==> config.mk <==
export PLATFORM = sky130hd
export DESIGN_NAME = scag_walker
export DESIGN_NICKNAME = d
export VERILOG_FILES = /design/src/rtl/core/scag_pkg.sv /design/src/rtl/core/scag_walker.sv
export SDC_FILE = /design/constraint.sdc
export NUM_CORES = 1
export LEC_CHECK = 0
export ABC_AREA = 1
export BUFFER_PORTS_ARGS = -buffer_cell sky130_fd_sc_hd__buf_2
export CORE_MARGIN = 10
export CORE_UTILIZATION = 63
export DETAILED_ROUTE_END_ITERATION = 8
export PLACE_DENSITY = 0.89
export SYNTH_ARGS = -nofsm -noshare
export SYNTH_HDL_FRONTEND = slang
export SYNTH_SLANG_ARGS = --single-unit
==> constraint.sdc <==
create_clock -name clk_i -period 16.1 [get_ports clk_i]
set_input_delay 3.22 -clock clk_i [delete_from_list [all_inputs] [get_ports clk_i]]
set_output_delay 3.22 -clock clk_i [all_outputs]
set_load 0.01 [all_outputs]
==> src/rtl/core/scag_pkg.sv <==
`timescale 1ns / 1ps

package scag_pkg;

  // fixed widths of the register file and of the address ports
  localparam int CFG_DATA_W = 64;
  localparam int CFG_IDX_W  = 3;
  localparam int RANK_W     = 3;
  localparam int OUT_ADDR_W = 48;

  typedef enum logic [CFG_IDX_W-1:0] {
    CFG_RANK        = 3'd0,
    CFG_EXTENTS     = 3'd1,
    CFG_SRC_STRIDES = 3'd2,
    CFG_DST_STRIDES = 3'd3,
    CFG_SRC_BASE    = 3'd4,
    CFG_DST_BASE    = 3'd5
  } cfg_reg_e;

  // outcome of one advance request at the walker
  typedef struct packed {
    logic emit;
    logic last;
  } step_t;

endpackage

==> src/rtl/core/scag_walker.sv <==
`timescale 1ns / 1ps

module scag_walker #(
  parameter int MAX_RANK    = 4,
  parameter int EXTENT_BITS = 16
) (
  input  logic                                     clk_i,
  input  logic                                     rst_ni,
  input  logic                                     advance_i,
  input  logic                                     restart_i,
  input  logic [scag_pkg::RANK_W-1:0]              rank_i,
  input  logic [scag_pkg::CFG_DATA_W-1:0]          extents_i,
  output logic [EXTENT_BITS-1:0]                   idx_o [MAX_RANK],
  output scag_pkg::step_t                          step_o
);

  import scag_pkg::*;

  logic [EXTENT_BITS-1:0] idx_q   [MAX_RANK];
  logic [EXTENT_BITS-1:0] idx_d   [MAX_RANK];
  logic [EXTENT_BITS-1:0] idx_eff [MAX_RANK];
  logic [EXTENT_BITS-1:0] ext     [MAX_RANK];
  logic [MAX_RANK-1:0]    active;
  logic [MAX_RANK-1:0]    wrap;
  logic [MAX_RANK-1:0]    zero_ext;
  logic [MAX_RANK:0]      carry;
  logic                   done_q;
  logic                   done_d;
  logic                   done_eff;

  assign done_eff       = restart_i ? 1'b0 : done_q;
  assign carry[MAX_RANK] = 1'b1;

  for (genvar d = 0; d < MAX_RANK; d++) begin : g_dim
    localparam int Shift = (MAX_RANK - 1 - d) * EXTENT_BITS;
    logic [CFG_DATA_W-1:0] shifted;

    // fields at or above the top of the register read as zero
    assign shifted     = (Shift >= CFG_DATA_W) ? '0 : (extents_i >> Shift);
    assign ext[d]      = shifted[EXTENT_BITS-1:0];
    assign active[d]   = int'(rank_i) > d;
    assign idx_eff[d]  = restart_i ? '0 : idx_q[d];
    assign wrap[d]     = ({1'b0, idx_eff[d]} + (EXTENT_BITS+1)'(1)) >= {1'b0, ext[d]};
    assign zero_ext[d] = active[d] && (ext[d] == '0);
    // inactive dims pass the carry through
    assign carry[d]    = carry[d+1] && (!active[d] || wrap[d]);
    assign idx_o[d]    = active[d] ? idx_eff[d] : '0;

    always_comb begin
      idx_d[d] = idx_eff[d];
      if (step_o.emit && !step_o.last && active[d] && carry[d+1]) begin
        idx_d[d] = wrap[d] ? '0 : (idx_eff[d] + EXTENT_BITS'(1));
      end
    end
  end

  assign step_o.emit = !done_eff && !(|zero_ext);
  assign step_o.last = carry[0];
  assign done_d      = !step_o.emit || step_o.last;

  always_ff @(posedge clk_i or negedge rst_ni) begin
    if (!rst_ni) begin
      done_q <= 1'b1;
      for (int d = 0; d < MAX_RANK; d++) begin
        idx_q[d] <= '0;
      end
    end else if (advance_i) begin
      done_q <= done_d;
      idx_q  <= idx_d;
    end
  end

`ifndef SYNTHESIS
  a_last_ends_walk : assert property (@(posedge clk_i) disable iff (!rst_ni)
    advance_i && step_o.emit && step_o.last |=> done_q)
    else $error("walk not closed after final pair");

  a_more_keeps_walk : assert property (@(posedge clk_i) disable iff (!rst_ni)
    advance_i && step_o.emit && !step_o.last |=> !done_q)
    else $error("walk closed before final pair");

  a_idle_holds_idx : assert property (@(posedge clk_i) disable iff (!rst_ni)
    !advance_i |=> $stable(idx_q[MAX_RANK-1]) && $stable(done_q))
    else $error("walker state moved without a request");
`endif

endmodule

==> results of run 1 <==
[sequential cells by signal, summed over array words and instances, names as in the netlist]
name and cells:
idx_q 64, done_q 1
[metal layers]
| metal | vias up | GRT usage | part of all wire |
|---|---|---|---|
| met1 | 3777 | 0.339 | 0.42 |
| li1 | 4115 | - | - |
| met2 | 357 | 0.436 | 0.48 |
| met3 | 46 | 0.0515 | 0.079 |
| met4 | 0 | 0.0899 | 0.021 |
| met5 | - | 0 | 0 |
[power by group through the flow]
stage / combinational (W) / sequential (W) / clock (W)
floorplan: 0.000128 / 0.000193 / 0
global placement: 0.000172 / 0.000197 / 0
detailed placement: 0.000178 / 0.000197 / 0
CTS: 0.000179 / 0.000195 / 0.000178
global route: 0.000205 / 0.000197 / 0.000184
finish: 0.000180 / 0.000195 / 0.000177
[cells in the final DEF, fill, tap and decap left out, types with 5 or more instances in the layout]
| master | count |
|---|---|
| inv_2 | 8 |
| nor3_1 | 23 |
| nor2_1 | 144 |
| dfrtp_1 | 64 |
| nand2_2 | 6 |
| a21oi_1 | 18 |
| o21ai_1 | 5 |
| buf_2 | 136 |
| inv_1 | 210 |
| o21ai_0 | 16 |
| nor2_4 | 5 |
| clkbuf_16 | 9 |
| xor2_1 | 36 |
| nand3_1 | 85 |
| ha_1 | 68 |
| nor4_1 | 11 |
| xnor2_1 | 12 |
| nand3_2 | 7 |
| nand2_1 | 376 |
| nand4_1 | 67 |
[worst max-delay path by stage]
stage	cells past startpoint	slack (ps)	endpoint	from
after floorplan	25	6120	step_o[0]	restart_i
after global placement	21	5290	step_o[0]	restart_i
after detailed placement	22	5230	step_o[0]	restart_i
after CTS	22	5220	step_o[0]	restart_i
after global routing	19	4590	step_o[0]	restart_i
final	22	5110	step_o[0]	restart_i
[critical path, cell delays in order]
cell and delay (ps):
buf_2 390, inv_2 620, nand2_2 180, inv_1 130, nand3_1 150, nor2_1 120, nand2_1 90, nor2_1 100
nand3_1 130, nor2_1 190, nand2_1 90, xor2_1 180, ha_1 310, nand2_1 70, nor4_1 260, nand3_1 90
nor2_1 100, nor2_1 60, nand3_1 190, nand4_4 700, inv_1 180, buf_2 160
[cells by family after synthesis]
family / synth area share
AOI/OAI and AO/OA: 0.0381
xor gates and xnor gates: 0.0554
adders and majority gates: 0.112
buffers and inverters: 0.140
DFF: 0.215
and+or+nand+nor: 0.440
[final cells by class]
cell class / instances / area, um^2 / share of cell area
Clock buffer: 13 / 240 / 0.0283
Inverter: 220 / 826 / 0.0972
Sequential cell: 65 / 1630 / 0.192
Clock inverter: 3 / 17.5 / 0.00206
Multi-Input combinational cell: 911 / 4900 / 0.577
Tap cell: 147 / 184 / 0.0216
Timing Repair Buffer: 139 / 703 / 0.0827
[through the flow]
| step | instance area (um^2) | cells | util | setup slack [ps] | hold slack [ps] |
|---|---|---|---|---|---|
| 2_1_floorplan | 7590 | 1244 | - | 6120 | 449 |
| 6_report | 8500 | 1498 | 0.713 | 5110 | 479 |
| 3_5_place_dp | 8240 | 1482 | 0.692 | 5230 | 465 |
| 4_1_cts | 8500 | 1498 | 0.713 | 5220 | 480 |
| 3_3_place_gp | 8240 | 1482 | 0.692 | 5290 | 461 |
| 5_1_grt | 8500 | 1498 | 0.713 | 4590 | 501 |
==> results.md, run 1 <==
* Outcome: finished clean
* EDFF count, synth at 0
* H-Tree Depth at 3
* CTS tree: yes
* Slew HR at 0.321
* Clk sinks at 65
* Vias in the first global route at 7876
* Lkg Pwr at 5.15 nW
* Synth unique cells at 45
* Total Routing Usage GR at 0.264
* Root buffer cell: clkbuf_16
* Antenna-violating nets left at 0
* Vias after detailed routing at 8295
* Synth area leaders: dfrtp_1, nand2_1, ha_1
* Netlist Area Pre-Place at 0.00759 mm^2
* TritonRoute pass-1 iters at 5
* Switching pwr at 0.000206 W
* Cts repair resizes at 0
* Largest net degree at the start of global routing at 77
* Hold Crit Endpoint: idx_q[33]$_DFFE_PN0P_
* Mean post-synth cell area at 6.10 um^2
* Final-report hold violation count at 0
* DP HPWL at 16300 um
* Least-Margin Pin Slew at 1020 ps
* Total chip power at 0.000553 W
* IO Pins at 137
* CP endpoint kind: output port
* Clock share of power at 0.321
* Final Max Slew Viols at 0
* DRC viols at 0
* Fmax at 0.0910 GHz
* Share of cells above drive strength 1 at 0.143
* Sw Ratio at 0.374
* Yosys warns at 0
* Worst EP arrival at 7770 ps
* Worst VDD drop at 0.0745 mV
* Final #Nets at 1485
* FF-to-FF setup slack at 11370 ps
* Most used flip-flop cell after synthesis: dfrtp_1
* Clock slew seen by the registers of the worst setup and hold paths at 60 ps
* Antenna cell count at 0
* Worst Skew at 6.79 ps
* Core area at 0.0119 mm^2
* Async SR Flop Fraction at 1.00
* Setup Crit Path Kind: in -> out
* R2r worst-path depth at 23
* Top-count cell post-synth: nand2_1
* #FFs+latches synth at 65
* Die H at 130 um
* Initial antenna violation count at 0
* Cells after Synth at 1244
* RSZ-0062 raised after global routing: false
* Internal at 0.000346 W
* Starting Density at 0.637
* First-pass GRT wire length at 37000 um
* Hold bufs inserted after CTS at 0
* Worst hold start: idx_q[33]$_DFFE_PN0P_
* Final Wtd Congestion at 0.960
* TritonCTS buffer count at 9
* Fillers at 1072
* Comb pwr share at 0.325
* R2R Path Start: idx_q[48]$_DFFE_PN0P_
* Routed vias/inst at 5.54
* Post-layout min period at 10990 ps
* Critical path required time at 12880 ps
* Worst-case clock buffer depth at 2
* Critical path startpoint category: input port
* HP Class: reg -> reg
* Die width at 130 um
* CP max FO at 52
* Clk_lat worst skew at 340 ps
* Tcrit/Tclk final at 0.682
* Post-synth top area cell: dfrtp_1
* # Post-CTS Setup Buffers at 0
* Wire length per cell at 14.8 um
* Num rows at 40
* Total routed wirelength at 22100 um
* Setup Total Neg Slack at 0 ps
* Remaining Overflow, GRT at 0
* Register share of total power at 0.354
* Port bufs at 136
* Post-Syn Nets at 1383
* # setup viols final at 0
* Die area at 0.0168 mm^2
* Max cap viols at 0
* RR Endpoint: idx_q[16]$_DFFE_PN0P_
* Initial DRC count at 912
* Area delta synth->final at 12.0%
* Seq/Total Area, Yosys at 0.215
* PD cells at 65.0 mW/mm^2
* Post-synth top area share at 0.211
* Commonest cells post-synth: nand2_1, inv_1, nor2_1
* Hold path cells at 2
No activity file was read; power rests on OpenSTA's default activity.
==> run 2: changes to the inputs <==
--- a/config.mk
+++ b/config.mk
@@ -8,9 +8,9 @@
 export ABC_AREA = 1
 export BUFFER_PORTS_ARGS = -buffer_cell sky130_fd_sc_hd__buf_2
 export CORE_MARGIN = 10
-export CORE_UTILIZATION = 63
+export CORE_UTILIZATION = 52
 export DETAILED_ROUTE_END_ITERATION = 8
-export PLACE_DENSITY = 0.89
+export PLACE_DENSITY = 0.78
 export SYNTH_ARGS = -nofsm -noshare
 export SYNTH_HDL_FRONTEND = slang
 export SYNTH_SLANG_ARGS = --single-unit
==> constraint.sdc (replaced) <==
create_clock -name clk_i -period 9.1 [get_ports clk_i]
set_input_delay 1.82 -clock clk_i [delete_from_list [all_inputs] [get_ports clk_i]]
set_output_delay 1.82 -clock clk_i [all_outputs]
set_load 0.01 [all_outputs]
==> run 2 against run 1 <==
Power grew 90%. Sequential share of layout area shrank 0.30 points. Non-clock buffer count increased by 2. Clock-buffer cell count decreased by 2. Largest cell class unchanged. Worst hold slack worse by 1.8 ps. Flip-flop and latch count is the same. Clock power increased by 120%. Critical path depth fell by 5. Cell count rose by 2.7%. Worst setup slack worse by 3300 ps. Sequential power increased by 76%. Register-to-register slack lost 6800 ps.
==> results.md, run 2 (same netlist as run 1, synthesis figures left out) <==
* Final Wtd Congestion at 0.944 (-1.7%)
* Post-layout min period at 7250 ps
* Share of cells above drive strength 1 at 0.147 (+0.00422)
* DP HPWL at 16400 um (+0.92%)
* H-Tree Depth at 3 (unchanged)
* DRC viols at 0 (unchanged)
* Cts repair resizes at 0 (unchanged)
* Switching pwr at 0.000367 W (+78%)
* Setup Total Neg Slack at 0 ps (unchanged)
* Final Max Slew Viols at 0 (unchanged)
* Die H at 141 um (+8.5%)
* Setup Crit Path Kind: in -> out
* # Post-CTS Setup Buffers at 0 (unchanged)
* CP endpoint kind: output port
* Worst Skew at 7.71 ps (+0.912 ps)
* Worst EP arrival at 5430 ps (-2340 ps)
* Met1 Resource Use GR at 0.271 (-0.0678)
* Max cap viols at 0 (unchanged)
* Vias in the first global route at 7842 (-0.43%)
* Slew HR at 0.331 (+0.00959)
* Largest Register: idx_q
* Root buffer cell: clkbuf_16
* PnR worst setup slack at 1850 ps (-3260 ps)
* Register share of total power at 0.328 (-0.026)
* Clk sinks at 65 (unchanged)
* Fmax at 0.138 GHz
* PD cells at 121 mW/mm^2 (+87%)
* Crit path cell chain: buf_2, inv_2, nand2_2, nor3_1, nand4_1, nor3_1, nand2_1, nor3_1, xor2_1, inv_1, ha_1, and3_1, a41oi_1, nand3_2, nand4_4, inv_1, buf_2
* Routed vias/inst at 5.28 (-4.7%)
* TritonCTS buffer count at 9 (unchanged)
* Sw Ratio at 0.350 (-0.0241)
* Antenna-violating nets left at 0 (unchanged)
* Num rows at 44 (+10%)
* Commonest non-fill, non-tap cell in the layout: nand2_1
* Outcome: finished clean
* Fillers at 1439 (+34%)
* Clock slew seen by the registers of the worst setup and hold paths at 50 ps (about the same)
* Area delta synth->final at 13.8%
* Sequential Area at 0.00163 mm^2 (unchanged)
* Largest regs: idx_q (64), done_q (1)
* Core area at 0.0144 mm^2 (+21%)
* IO Pins at 137 (unchanged)
* # setup viols final at 0 (unchanged)
* Final-report hold violation count at 0 (unchanged)
* Clk_lat worst skew at 340 ps (about the same)
* Internal at 0.000682 W (+97%)
* Least-Margin Pin Slew at 1000 ps (-14.4 ps)
* Worst-case clock buffer depth at 2 (unchanged)
* Most used routing layer in global routing: met2
* Die area at 0.0198 mm^2 (+18%)
* Setup WS pre-CTS at 1930 ps (-3300 ps)
* Max incr delay on CP at 520 ps (-180 ps)
* CP top delay family: simple AND/OR/NAND/NOR gates
* Worst VDD drop at 0.0985 mV (+32%)
* Comb pwr share at 0.304 (-0.021)
* WP buf/inv at 5 (unchanged)
* CTS tree: yes
* Lkg Pwr at 5.20 nW (+0.91%)
* Tcrit/Tclk final at 0.796
* Met2 GRT Util at 0.365 (-0.0719)
* Hold bufs inserted after CTS at 0 (unchanged)
* CP max FO at 32 (-38%)
* TritonRoute pass-1 iters at 5 (unchanged)
* Initial antenna violation count at 1 (+1)
* Die width at 141 um (+8.5%)
* Total Routing Usage GR at 0.220 (-0.0446)
* Total chip power at 0.00105 W (+90%)
* Vias after detailed routing at 8113 (-2.2%)
* Initial DRC count at 652 (-29%)
* RSZ-0062 raised after global routing: false
* Met3 Usage GRT at 0.0477 (-0.00382)
* Most frequent cells in the layout: nand2_1, inv_1, nor2_1
* Final #Nets at 1487 (+0.13%)
* HP Class: reg -> reg
* First-pass GRT wire length at 37200 um (+0.52%)
* Clock share of power at 0.368 (+0.047)
* Wire length per cell at 14.5 um (-2.0%)
* Remaining Overflow, GRT at 0 (unchanged)
* Critical path startpoint category: input port
* Critical path's slowest cell: inv_2
* Largest net degree at the start of global routing at 77 (unchanged)
* Area occupied by multi-input gates at 0.00490 mm^2 (unchanged)
* Max FFs per register at 64 (unchanged)
* Total routed wirelength at 22300 um (+0.63%)
* Critical path required time at 7280 ps (-5600 ps)
* Starting Density at 0.526 (-0.111)
* Port bufs at 136 (unchanged)
* Critical path's most frequent cell: nor3_1
[run 2: worst paths after layout]
path / start / end / slack (ps) / cells past startpoint
hold / removal: idx_q[13]$_DFFE_PN0P_ / idx_q[13]$_DFFE_PN0P_ / 480 / 2
hold reg to reg: idx_q[13]$_DFFE_PN0P_ / idx_q[13]$_DFFE_PN0P_ / 480 / 2
min in group asynchronous: rst_ni / idx_q[40]$_DFFE_PN0P_ / 1680 / 2
setup / recovery: restart_i / step_o[0] / 1850 / 17
setup reg to reg: idx_q[16]$_DFFE_PN0P_ / idx_q[6]$_DFFE_PN0P_ / 4550 / 25
max in group asynchronous: rst_ni / idx_q[13]$_DFFE_PN0P_ / 6850 / 2
[run 2: cell type report]
type                            instances  share of cell area
Antenna cell                            1            0.000290
Tap cell                              184              0.0267
Clock inverter                          5             0.00898
Sequential cell                        65               0.189
Timing Repair Buffer                  141              0.0832
Inverter                              220              0.0956
Clock buffer                           11              0.0293
Multi-Input combinational cell        911               0.567
[run 2: tightest hold or removal path, cell delays in order, from the launching register on]
cell	delay (ps)
dfrtp_1	340
nand2_1	50
nand2_1	50
[run 2: per-layer routing]
metal	vias up	part of all wire	wire, um
li1	4124	-	-
met1	3640	0.43	9660
met2	311	0.47	10500
met3	38	0.071	1590
met4	0	0.024	533
met5	-	0	0
[run 2: power groups by stage]
stage | registers, W | clock network, W | logic [W]
after floorplan | 0.000342 | 0 | 0.000227
after global placement | 0.000348 | 0 | 0.000309
after detailed placement | 0.000348 | 0 | 0.000316
after CTS | 0.000344 | 0.000393 | 0.000318
after global routing | 0.000348 | 0.000404 | 0.000364
final | 0.000344 | 0.000386 | 0.000319
[run 2: per-stage QoR]
step	utilization	area (um^2)	cells	hold slack, ps
after floorplan	-	7590	1244	449
after global placement	0.576	8300	1521	462
after detailed placement	0.576	8300	1521	465
after CTS	0.598	8630	1537	480
after global routing	0.599	8630	1538	495
final	0.599	8630	1538	477
